===== config.mk =====
export PLATFORM = sky130hd
export DESIGN_NAME = iso9660_directory_record_parser
export DESIGN_NICKNAME = d
export VERILOG_FILES = /design/src/design/isodr_pkg.sv /design/src/design/iso9660_directory_record_parser.sv /design/src/design/isodr_name_ram.sv
export SDC_FILE = /design/constraint.sdc
export NUM_CORES = 2
export LEC_CHECK = 0
export BUFFER_PORTS_ARGS = -buffer_cell sky130_fd_sc_hd__clkbuf_2
export CORE_MARGIN = 1.5
export CORE_UTILIZATION = 50
export CTS_BUF_LIST = sky130_fd_sc_hd__clkbuf_8
export DETAILED_ROUTE_END_ITERATION = 10
export GPL_TIMING_DRIVEN = 0
export PLACE_DENSITY = 0.68
export REMOVE_ABC_BUFFERS = 1
export SLEW_MARGIN = 25
export SYNTH_ARGS = -nofsm -noshare
export SYNTH_HDL_FRONTEND = slang
export SYNTH_SLANG_ARGS = --single-unit

===== constraint.sdc =====
create_clock -name i_clk -period 19.6 [get_ports i_clk]
set_clock_uncertainty 0.1 [all_clocks]
set_input_delay 3.92 -clock i_clk [delete_from_list [all_inputs] [get_ports i_clk]]
set_output_delay 3.92 -clock i_clk [all_outputs]
set_load 0.005 [all_outputs]

===== src/design/isodr_pkg.sv =====
// ----------------------------------------------------------------------------
// isodr_pkg
// Shared types and constants of the directory record parser: controller
// states, result kinds, record field offsets, special characters and register indexes.
// ----------------------------------------------------------------------------
package isodr_pkg;

    // controller states
    typedef enum logic [1:0] {
        ST_BYTE,
        ST_READ,
        ST_CHAR,
        ST_END
    } t_state;

    // configuration register indexes
    localparam logic CFG_DIR_BYTES   = 1'b0;
    localparam logic CFG_ENTRY_LIMIT = 1'b1;

    // result kinds
    localparam logic KIND_CHAR = 1'b0;
    localparam logic KIND_END  = 1'b1;

    // record layout
    localparam logic [7:0] OFF_EXTENT   = 8'd2;
    localparam logic [7:0] OFF_SIZE     = 8'd10;
    localparam logic [7:0] OFF_FLAGS    = 8'd25;
    localparam logic [7:0] OFF_NAME_LEN = 8'd32;
    localparam logic [7:0] OFF_NAME     = 8'd33;
    localparam logic [7:0] REC_MIN_LEN  = 8'd34;
    localparam logic [7:0] FLAG_DIR     = 8'h02;

    // special name characters
    localparam logic [7:0] CHAR_SEMI = 8'h3B;
    localparam logic [7:0] CHAR_DOT  = 8'h2E;

endpackage


===== src/design/iso9660_directory_record_parser.sv =====
// Sequencing: a kept record's name run starts once its last byte is taken; each
//   character passes through ST_READ (name store read), then ST_CHAR (output load).
// Throughput: one directory byte per cycle while no name run is in flight and
//   the output register can take a result.
// Reset (i_rst_n low, synchronous): all parse state cleared, directory size
//   set to zero and entry limit to 64; the name store holds no defined data.
// ----------------------------------------------------------------------------
// iso9660_directory_record_parser
// Splits a stream of directory bytes into records, gathers extent, size,
// directory flag and name of each record, and emits every kept name as a
// run of character transactions, followed by one end-of-listing result.
// ----------------------------------------------------------------------------
module iso9660_directory_record_parser #(
    parameter int NAME_MAX     = 32,
    parameter int SECTOR_BYTES = 2048,
    parameter int MAX_ENTRIES  = 64
) (
    input  logic        i_clk,
    input  logic        i_rst_n,
    // configuration write port
    input  logic        i_cfg_we,
    input  logic        i_cfg_idx,
    input  logic [31:0] i_cfg_data,
    // byte input
    input  logic        i_s_tvalid,
    output logic        o_s_tready,
    input  logic [7:0]  i_s_tdata,   // dir_byte[7:0]
    input  logic        i_s_tuser,   // first_byte
    // result output
    output logic        o_m_tvalid,
    input  logic        i_m_tready,
    // name_char[7:0], char_index[12:8], name_length[17:13], extent_lba[49:18],
    // file_bytes[81:50], is_dir[82], entry_index[88:83], entry_count[95:89]
    output logic [95:0] o_m_tdata,
    output logic        o_m_tuser,   // kind
    output logic        o_m_tlast    // last
);

    import isodr_pkg::*;

    localparam int NAME_CAP = NAME_MAX - 1;
    localparam int NW       = $clog2(NAME_MAX);
    localparam int AW       = (NAME_CAP > 1) ? $clog2(NAME_CAP) : 1;
    localparam int SW       = $clog2(SECTOR_BYTES);
    localparam int CW       = $clog2(MAX_ENTRIES + 1);
    localparam int LW       = (CW > 7) ? CW : 7;

    localparam logic [NW-1:0] NAME_CAP_V   = NW'(NAME_CAP);
    localparam logic [SW-1:0] SEC_LAST     = SW'(SECTOR_BYTES - 1);
    localparam logic [32:0]   SECTOR_V     = 33'(SECTOR_BYTES);
    localparam logic [LW-1:0] MAX_ENT_V    = LW'(MAX_ENTRIES);

    // configuration registers
    logic [31:0]   r_dir_bytes;
    logic [6:0]    r_entry_limit;

    // parse state
    t_state        r_state, n_state;
    logic [31:0]   r_pos, n_pos;
    logic [SW-1:0] r_sec_off, n_sec_off;
    logic [7:0]    r_rec_off, n_rec_off;
    logic [7:0]    r_rec_len, n_rec_len;
    logic          r_pad, n_pad;
    logic [31:0]   r_ext, n_ext;
    logic [31:0]   r_size, n_size;
    logic          r_dir, n_dir;
    logic [7:0]    r_decl, n_decl;
    logic [NW-1:0] r_fill, n_fill;
    logic [NW-1:0] r_keep, n_keep;
    logic          r_ended, n_ended;
    logic          r_rej, n_rej;
    logic [CW-1:0] r_found, n_found;
    logic          r_done, n_done;

    // name run control
    logic [NW-1:0] r_emit_len, n_emit_len;
    logic [NW-1:0] r_emit_idx, n_emit_idx;
    logic [CW-1:0] r_emit_entry, n_emit_entry;
    logic          r_end_pend, n_end_pend;

    // output register
    logic          r_out_valid;
    logic          r_o_kind;
    logic          r_o_last;
    logic [7:0]    r_o_char;
    logic [4:0]    r_o_cidx;
    logic [4:0]    r_o_nlen;
    logic [31:0]   r_o_ext;
    logic [31:0]   r_o_size;
    logic          r_o_dir;
    logic [5:0]    r_o_eidx;
    logic [6:0]    r_o_cnt;

    // combinational helpers
    logic          slot_free;
    logic          s_fire;
    logic          ld_end;
    logic          ld_char;
    logic          go;
    logic          end_after;
    logic [LW-1:0] lim_now;
    logic [32:0]   boundary;
    logic [7:0]    name_pos;
    logic [1:0]    lane;
    logic [7:0]    rd_data;
    logic          ram_we;
    logic [AW-1:0] ram_waddr;

    // ------------------------------------------------------------------------
    // name store
    // ------------------------------------------------------------------------
    isodr_name_ram #(
        .DEPTH (NAME_CAP),
        .AW    (AW)
    ) u_name_ram (
        .i_clk   (i_clk),
        .i_we    (ram_we),
        .i_waddr (ram_waddr),
        .i_wdata (i_s_tdata),
        .i_raddr (r_emit_idx[AW-1:0]),
        .o_rdata (rd_data)
    );

    // ------------------------------------------------------------------------
    // handshake and limit
    // ------------------------------------------------------------------------
    assign slot_free  = !r_out_valid || i_m_tready;
    assign o_s_tready = (r_state == ST_BYTE) && slot_free;
    assign s_fire     = i_s_tvalid && o_s_tready;
    assign lim_now    = (LW'(r_entry_limit) > MAX_ENT_V) ? MAX_ENT_V : LW'(r_entry_limit);

    // ------------------------------------------------------------------------
    // byte parsing and name run sequencing
    // ------------------------------------------------------------------------
    always_comb begin
        n_state      = r_state;
        n_pos        = r_pos;
        n_sec_off    = r_sec_off;
        n_rec_off    = r_rec_off;
        n_rec_len    = r_rec_len;
        n_pad        = r_pad;
        n_ext        = r_ext;
        n_size       = r_size;
        n_dir        = r_dir;
        n_decl       = r_decl;
        n_fill       = r_fill;
        n_keep       = r_keep;
        n_ended      = r_ended;
        n_rej        = r_rej;
        n_found      = r_found;
        n_done       = r_done;
        n_emit_len   = r_emit_len;
        n_emit_idx   = r_emit_idx;
        n_emit_entry = r_emit_entry;
        n_end_pend   = r_end_pend;
        ld_end       = 1'b0;
        ld_char      = 1'b0;
        go           = 1'b0;
        end_after    = 1'b0;
        boundary     = 33'({1'b0, r_pos} - 33'(r_sec_off)) + SECTOR_V;
        name_pos     = 8'd0;
        lane         = 2'd0;
        ram_we       = 1'b0;
        ram_waddr    = r_fill[AW-1:0];

        case (r_state)
            ST_BYTE: begin
                if (s_fire) begin
                    // first byte of a directory clears the running state
                    if (i_s_tuser) begin
                        n_pos     = '0;
                        n_sec_off = '0;
                        n_rec_off = '0;
                        n_rec_len = '0;
                        n_pad     = 1'b0;
                        n_ext     = '0;
                        n_size    = '0;
                        n_dir     = 1'b0;
                        n_decl    = '0;
                        n_fill    = '0;
                        n_keep    = '0;
                        n_ended   = 1'b0;
                        n_rej     = 1'b0;
                        n_found   = '0;
                        n_done    = 1'b0;
                    end
                    boundary  = 33'({1'b0, n_pos} - 33'(n_sec_off)) + SECTOR_V;
                    ram_waddr = n_fill[AW-1:0];

                    if (!n_done) begin
                        if (n_pos >= r_dir_bytes || LW'(n_found) >= lim_now) begin
                            // directory exhausted or limit already reached
                            ld_end = 1'b1;
                        end else begin
                            go = 1'b1;
                            // skip sector padding up to the next boundary
                            if (n_pad) begin
                                if (n_sec_off != '0) begin
                                    go        = 1'b0;
                                    n_pos     = n_pos + 32'd1;
                                    n_sec_off = (n_sec_off == SEC_LAST) ? '0 : n_sec_off + 1'b1;
                                end else begin
                                    n_pad = 1'b0;
                                end
                            end
                            // length byte of a new record
                            if (go && n_rec_off == 8'd0) begin
                                if (i_s_tdata == 8'd0) begin
                                    go = 1'b0;
                                    if (boundary >= {1'b0, r_dir_bytes}) begin
                                        ld_end = 1'b1;
                                    end else begin
                                        n_pad     = 1'b1;
                                        n_pos     = n_pos + 32'd1;
                                        n_sec_off = (n_sec_off == SEC_LAST) ? '0
                                                                            : n_sec_off + 1'b1;
                                    end
                                end else if ({1'b0, n_pos} + 33'(i_s_tdata)
                                             > {1'b0, r_dir_bytes}) begin
                                    go     = 1'b0;
                                    ld_end = 1'b1;
                                end else begin
                                    n_rec_len = i_s_tdata;
                                    n_ext     = '0;
                                    n_size    = '0;
                                    n_dir     = 1'b0;
                                    n_decl    = '0;
                                    n_fill    = '0;
                                    n_keep    = '0;
                                    n_ended   = 1'b0;
                                    n_rej     = (i_s_tdata < REC_MIN_LEN);
                                    ram_waddr = '0;
                                end
                            end
                            // field capture within the record
                            if (go) begin
                                if (n_rec_off >= OFF_EXTENT && n_rec_off < OFF_EXTENT + 8'd4) begin
                                    lane = 2'(n_rec_off - OFF_EXTENT);
                                    n_ext[{lane, 3'b000} +: 8] = i_s_tdata;
                                end else if (n_rec_off >= OFF_SIZE
                                             && n_rec_off < OFF_SIZE + 8'd4) begin
                                    lane = 2'(n_rec_off - OFF_SIZE);
                                    n_size[{lane, 3'b000} +: 8] = i_s_tdata;
                                end else if (n_rec_off == OFF_FLAGS) begin
                                    n_dir = (i_s_tdata & FLAG_DIR) != 8'd0;
                                end else if (n_rec_off == OFF_NAME_LEN) begin
                                    n_decl = i_s_tdata;
                                end else if (n_rec_off >= OFF_NAME) begin
                                    name_pos = n_rec_off - OFF_NAME;
                                    // dot entries carry a single 0x00 or 0x01 name byte
                                    if (n_rec_off == OFF_NAME && n_decl == 8'd1
                                        && i_s_tdata <= 8'd1) begin
                                        n_rej = 1'b1;
                                    end
                                    if (name_pos < n_decl && !n_ended && n_fill < NAME_CAP_V) begin
                                        if (i_s_tdata == CHAR_SEMI) begin
                                            n_ended = 1'b1;
                                        end else begin
                                            ram_we = 1'b1;
                                            // track length without trailing dots
                                            if (i_s_tdata != CHAR_DOT) begin
                                                n_keep = n_fill + 1'b1;
                                            end
                                            n_fill = n_fill + 1'b1;
                                        end
                                    end
                                end

                                n_pos     = n_pos + 32'd1;
                                n_sec_off = (n_sec_off == SEC_LAST) ? '0 : n_sec_off + 1'b1;

                                if ({1'b0, n_rec_off} + 9'd1 < {1'b0, n_rec_len}) begin
                                    n_rec_off = n_rec_off + 8'd1;
                                end else begin
                                    // last byte of the record
                                    n_rec_off = 8'd0;
                                    if (!n_rej && n_keep != '0) begin
                                        end_after = (n_pos >= r_dir_bytes)
                                                    || (LW'(n_found) + LW'(1) >= lim_now);
                                        n_emit_len   = n_keep;
                                        n_emit_idx   = '0;
                                        n_emit_entry = n_found;
                                        n_found      = n_found + 1'b1;
                                        n_end_pend   = end_after;
                                        n_done       = end_after;
                                        n_state      = ST_READ;
                                    end else if (n_pos >= r_dir_bytes
                                                 || LW'(n_found) >= lim_now) begin
                                        ld_end = 1'b1;
                                    end
                                end
                            end
                        end
                    end
                    if (ld_end) begin
                        n_done = 1'b1;
                    end
                end
            end

            ST_READ: begin
                // name store read in flight
                n_state = ST_CHAR;
            end

            ST_CHAR: begin
                if (slot_free) begin
                    ld_char = 1'b1;
                    if (r_emit_idx + 1'b1 == r_emit_len) begin
                        n_state = r_end_pend ? ST_END : ST_BYTE;
                    end else begin
                        n_emit_idx = r_emit_idx + 1'b1;
                        n_state    = ST_READ;
                    end
                end
            end

            ST_END: begin
                if (slot_free) begin
                    ld_end     = 1'b1;
                    n_end_pend = 1'b0;
                    n_state    = ST_BYTE;
                end
            end

            default: begin
                n_state = ST_BYTE;
            end
        endcase
    end

    // ------------------------------------------------------------------------
    // configuration registers
    // ------------------------------------------------------------------------
    always_ff @(posedge i_clk) begin
        if (!i_rst_n) begin
            r_dir_bytes   <= '0;
            r_entry_limit <= 7'd64;
        end else if (i_cfg_we) begin
            case (i_cfg_idx)
                CFG_DIR_BYTES:   r_dir_bytes   <= i_cfg_data;
                CFG_ENTRY_LIMIT: r_entry_limit <= i_cfg_data[6:0];
                default:         r_dir_bytes   <= r_dir_bytes;
            endcase
        end
    end

    // ------------------------------------------------------------------------
    // parse state registers
    // ------------------------------------------------------------------------
    always_ff @(posedge i_clk) begin
        if (!i_rst_n) begin
            r_state      <= ST_BYTE;
            r_pos        <= '0;
            r_sec_off    <= '0;
            r_rec_off    <= '0;
            r_rec_len    <= '0;
            r_pad        <= 1'b0;
            r_ext        <= '0;
            r_size       <= '0;
            r_dir        <= 1'b0;
            r_decl       <= '0;
            r_fill       <= '0;
            r_keep       <= '0;
            r_ended      <= 1'b0;
            r_rej        <= 1'b0;
            r_found      <= '0;
            r_done       <= 1'b0;
            r_emit_len   <= '0;
            r_emit_idx   <= '0;
            r_emit_entry <= '0;
            r_end_pend   <= 1'b0;
        end else begin
            r_state      <= n_state;
            r_pos        <= n_pos;
            r_sec_off    <= n_sec_off;
            r_rec_off    <= n_rec_off;
            r_rec_len    <= n_rec_len;
            r_pad        <= n_pad;
            r_ext        <= n_ext;
            r_size       <= n_size;
            r_dir        <= n_dir;
            r_decl       <= n_decl;
            r_fill       <= n_fill;
            r_keep       <= n_keep;
            r_ended      <= n_ended;
            r_rej        <= n_rej;
            r_found      <= n_found;
            r_done       <= n_done;
            r_emit_len   <= n_emit_len;
            r_emit_idx   <= n_emit_idx;
            r_emit_entry <= n_emit_entry;
            r_end_pend   <= n_end_pend;
        end
    end

    // ------------------------------------------------------------------------
    // output register
    // ------------------------------------------------------------------------
    always_ff @(posedge i_clk) begin
        if (!i_rst_n) begin
            r_out_valid <= 1'b0;
        end else begin
            r_out_valid <= (r_out_valid && !i_m_tready) || ld_end || ld_char;
        end
    end

    always_ff @(posedge i_clk) begin
        if (ld_char) begin
            r_o_kind <= KIND_CHAR;
            r_o_last <= (r_emit_idx + 1'b1 == r_emit_len);
            r_o_char <= rd_data;
            r_o_cidx <= 5'(r_emit_idx);
            r_o_nlen <= 5'(r_emit_len);
            r_o_ext  <= r_ext;
            r_o_size <= r_size;
            r_o_dir  <= r_dir;
            r_o_eidx <= 6'(r_emit_entry);
            r_o_cnt  <= '0;
        end else if (ld_end) begin
            r_o_kind <= KIND_END;
            r_o_last <= 1'b1;
            r_o_char <= '0;
            r_o_cidx <= '0;
            r_o_nlen <= '0;
            r_o_ext  <= '0;
            r_o_size <= '0;
            r_o_dir  <= 1'b0;
            r_o_eidx <= '0;
            r_o_cnt  <= 7'(n_found);
        end
    end

    assign o_m_tvalid = r_out_valid;
    assign o_m_tuser  = r_o_kind;
    assign o_m_tlast  = r_o_last;
    assign o_m_tdata  = {r_o_cnt, r_o_eidx, r_o_dir, r_o_size, r_o_ext,
                         r_o_nlen, r_o_cidx, r_o_char};

    // ------------------------------------------------------------------------
    // assertions
    // ------------------------------------------------------------------------
    // bytes are taken only while no name run is in flight
    a_ready_only_in_byte: assert property (@(posedge i_clk) disable iff (!i_rst_n)
        o_s_tready |-> (r_state == ST_BYTE))
        else $error("input ready outside byte state");

    // a character result always lies inside its name
    a_char_in_name: assert property (@(posedge i_clk) disable iff (!i_rst_n)
        (r_out_valid && r_o_kind == KIND_CHAR) |-> (r_o_cidx < r_o_nlen))
        else $error("character index beyond name length");

    // the name store is never filled beyond its depth
    a_fill_bound: assert property (@(posedge i_clk) disable iff (!i_rst_n)
        (r_fill <= NAME_CAP_V) && (r_keep <= r_fill))
        else $error("name fill out of range");

    // loading an end result always leaves the listing marked done
    a_end_sets_done: assert property (@(posedge i_clk) disable iff (!i_rst_n)
        ld_end |=> r_done)
        else $error("end result without listing done");

    // the entry count never passes the MAX_ENTRIES parameter
    a_found_bound: assert property (@(posedge i_clk) disable iff (!i_rst_n)
        LW'(r_found) <= MAX_ENT_V)
        else $error("entry count beyond maximum");

endmodule


===== src/design/isodr_name_ram.sv =====
// ----------------------------------------------------------------------------
// isodr_name_ram
// Name character store: one write port, one read port with registered data.
// ----------------------------------------------------------------------------
module isodr_name_ram #(
    parameter int DEPTH = 31,
    parameter int AW    = 5
) (
    input  logic          i_clk,
    input  logic          i_we,
    input  logic [AW-1:0] i_waddr,
    input  logic [7:0]    i_wdata,
    input  logic [AW-1:0] i_raddr,
    output logic [7:0]    o_rdata
);

    logic [7:0] r_mem [DEPTH];
    logic [7:0] r_rdata;

    // write port
    always_ff @(posedge i_clk) begin
        if (i_we) begin
            r_mem[i_waddr] <= i_wdata;
        end
    end

    // registered read port
    always_ff @(posedge i_clk) begin
        r_rdata <= r_mem[i_raddr];
    end

    assign o_rdata = r_rdata;

endmodule

==> metrics.yaml <==
run_status:
  status: "complete, no violations"
synthesis:
  yosys_warnings: 0
  synth_enable_flop_cells: 338
  synth.area.top_cells: "edfxtp_1 (30%), dfxtp_1 (13%), ha_1 (8.8%)"
  synth_top_area_share_pct: 29.73
  syn_area_um2: 34140
  yosys.area.top_type: "edfxtp_1"
  post_synth.cell_area_avg_um2: 10.08
  yosys_register_bits: 566
  synthCells: 3386
  synth_async_sr_flop_share_pct: 0
  ys_types: 111
  synth_top_flop_cell: "edfxtp_1"
  seq_area_frac_synth_pct: 43.10
clocking:
  cts-root-buf: "clkbuf_8"
  clk_latency_ps: 710
  cts_made_buffers: 91
  h-tree-depth: 3
  cts_tree: "built"
  postCtsSetupRepairBufs: 0
  path_clk_slew_ps: 60
  hold_buffers: 0
  clkSinkCount: 566
  clk_path_buf_depth: 3
  cts.repair.resized: 0
timing:
  max_freq_ghz: 0.06035
  post-route-period-util_pct: 84.55
  setup_tns_ps: 0
  tightestPinTransition_ps: 1049
  rsz0062_at_grt: "false"
  setup_slack_ps: 3029
  finalSetupViolations: 0
  max-slew-margin-rel_pct: 30.04
  fin_hold_ws_ps: 350.3
  fin_crit_ps: 16570
  hold_viol: 0
  drv_slew: 0
route:
  wire_per_inst_um: 21.53
  wirelength_um: 95350
  drt_iter0_drc: 2398
  viasPerCell: 6.134
  route.vias.total: 27170
  drc_errors: 0
  first_pass_iters: 6
  detail-route-antenna-nets: 0
worst_setup_path:
  critPathCaptureType: "register"
  regToRegSetupSlack_ps: 6430
  cp.arrival_ps: 16830
  startpoint_type: "input pin"
  reg2reg_from: "r_pos[2]$_SDFFE_PN0P_"
  cp.required_ps: 19860
  cp_max_fo: 94
  rr_endpoint: "r_o_size[11]$_SDFFCE_PN0P_"
  reg2regPathDepth: 40
  critPathMostFrequentCell: "ha_1"
  slowest_delay_ps: 910
  critPathKind: "input pin to register"
  critical-path-slowest-cell: "nand4_1"
hold_path:
  hp-class: "register to register"
  hold-path-cell-count: 2
  min_to: "r_emit_entry[4]$_SDFFE_PN0P_"
  min_from: "r_emit_entry[4]$_SDFFE_PN0P_"
placement:
  dp_hpwl_um: 68560
  port_buffers: 146
  dpl_cell_area_um2: 36050
  pre_cts_ws_ps: 2512
  routabilityCongestion: 0.9103
run:
  cap_violations: 0
grt:
  grt_pass1_wl_um: 146700
  grt_max_degree: 107
  grt_usage_pct: 26.84
  overflow: 0
  grt_pass1_vias: 25650
  antenna_found_initial: 1
floorplanning:
  die-area_um2: 69850
  core_um2: 67400
  num_rows: 95
  die_w_um: 264.3
  dieHeight_um: 264.3
  io_pins: 147
  start_util_pct: 50.65
final_layout:
  syn_to_final_growth_pct: 10.87
  fin_nets: 3772
  finish.instance_area_um2: 37850
  drive_gt1_share_pct: 15.30
  fill_cells: 5818
pwr:
  peakVddDrop_mv: 0.04763
  power_leakage_nw: 14.24
  power.density_nw_per_um2: 73.57
## through the flow
stage / util [%] / power, mW / cells
floorplan: - / 1.618 / 3193
finish: 56.16 / 2.785 / 4429
global placement: 52.20 / 1.789 / 4212
CTS: 56.12 / 2.798 / 4427
detailed placement: 53.49 / 1.814 / 4261
global route: 56.16 / 2.897 / 4429
## registers in the layout, indices dropped and copies added, names as in the netlist, 6 cells and up
register,flops
r_found,7
r_decl,8
u_name_ram.r_mem,248
r_o_cnt,7
r_o_size,32
r_sec_off,11
r_o_eidx,6
u_name_ram.o_rdata,8
r_size,32
r_emit_entry,6
r_rec_len,8
r_entry_limit,7
r_o_ext,32
r_o_char,8
r_dir_bytes,32
r_pos,32
r_ext,32
r_rec_off,8
## report_power, final
group          internal [mW]  total (mW)  switching [mW]
clock network          0.494       0.989           0.495
logic                  0.154       0.473           0.319
registers               1.30        1.32          0.0201
total                   1.95        2.78           0.834
## cells in the final DEF, fill, tap and decap left out, types with 22 or more instances in the layout
cell / n
a211oi_1: 25
a21o_1: 52
a21oi_1: 211
a22o_1: 31
a22oi_1: 43
a31oi_1: 22
and3_1: 126
buf_4: 22
clkbuf_2: 137
clkbuf_8: 101
dfxtp_1: 224
edfxtp_1: 338
ha_1: 240
inv_1: 144
mux4_2: 72
nand2_1: 346
nand2b_1: 31
nand3_1: 110
nand4_1: 60
nor2_1: 199
nor2b_1: 44
nor3_1: 81
nor4_1: 28
nor4_2: 36
o21ai_0: 142
or3_1: 31
xnor2_1: 128
xor2_1: 72
## Yosys cell counts (33+ instances only)
cell	n
nand3_1	110
dfxtp_1	228
a22oi_1	43
edfxtp_1	338
inv_1	108
o21ai_0	143
nand2_1	348
clkbuf_1	138
a21o_1	52
nor2_1	202
xor2_1	72
nor4_1	58
ha_1	241
and3_1	126
nand4_1	60
nor2b_1	45
xnor2_1	128
a21oi_1	212
nand2b_1	33
nor3_1	85
mux4_2	72
## worst max path at each step
| stage | start | end | cells after the start |
|---|---|---|---|
| floorplan | i_s_tuser | o_m_tlast$_SDFFCE_PN1P_ | 41 |
| global placement | i_s_tuser | r_o_char[2]$_SDFFCE_PN0P_ | 42 |
| detailed placement | i_s_tuser | r_o_char[2]$_SDFFCE_PN0P_ | 44 |
| CTS | i_s_tuser | r_o_size[11]$_SDFFCE_PN0P_ | 44 |
| global route | i_s_tuser | r_o_size[21]$_SDFFCE_PN0P_ | 42 |
| finish | i_s_tuser | r_o_size[11]$_SDFFCE_PN0P_ | 44 |
## worst max-delay path, delay by kind of cell
| kind | cells | cell delay [ps] |
|---|---|---|
| and+or+nand+nor | 18 | 5370 |
| AOI/OAI and AO/OA | 13 | 3490 |
| adders and majority gates | 6 | 1690 |
| buffers and inverters | 4 | 1310 |
| xor gates and xnor gates | 3 | 880 |
## metal layers
metal  global-route usage, %  vias to the layer above  share of wire, %
met5                       0                        -                 0
met4                   10.17                        0               3.2
met3                   4.819                      149               7.9
met2                   43.20                     1063                46
met1                   36.09                    13070                43
li1                        -                    12880                 -
## logic make-up after synthesis
| group | count (synthesis) | synth area share (%) |
|---|---|---|
| buf+inv | 303 | 3.504 |
| simple gates | 1259 | 19.71 |
| xor+xnor | 202 | 5.227 |
| compound gates | 712 | 13.87 |
| fa+ha+maj | 243 | 8.950 |
| mux | 101 | 5.641 |
| flops | 566 | 43.10 |
## final cells by class
class	count	area [µm²]	area share, %
inverter	110	422.9	1.117
sequential	566	14730	38.91
clock buffer	100	1376	3.636
timing repair buffer	196	1314	3.471
tap	873	1092	2.886
multi-input combinational	2517	18520	48.94
antenna	1	2.502	0.006611
clock inverter	66	392.9	1.038
No activity file was read; power rests on OpenSTA's default activity.
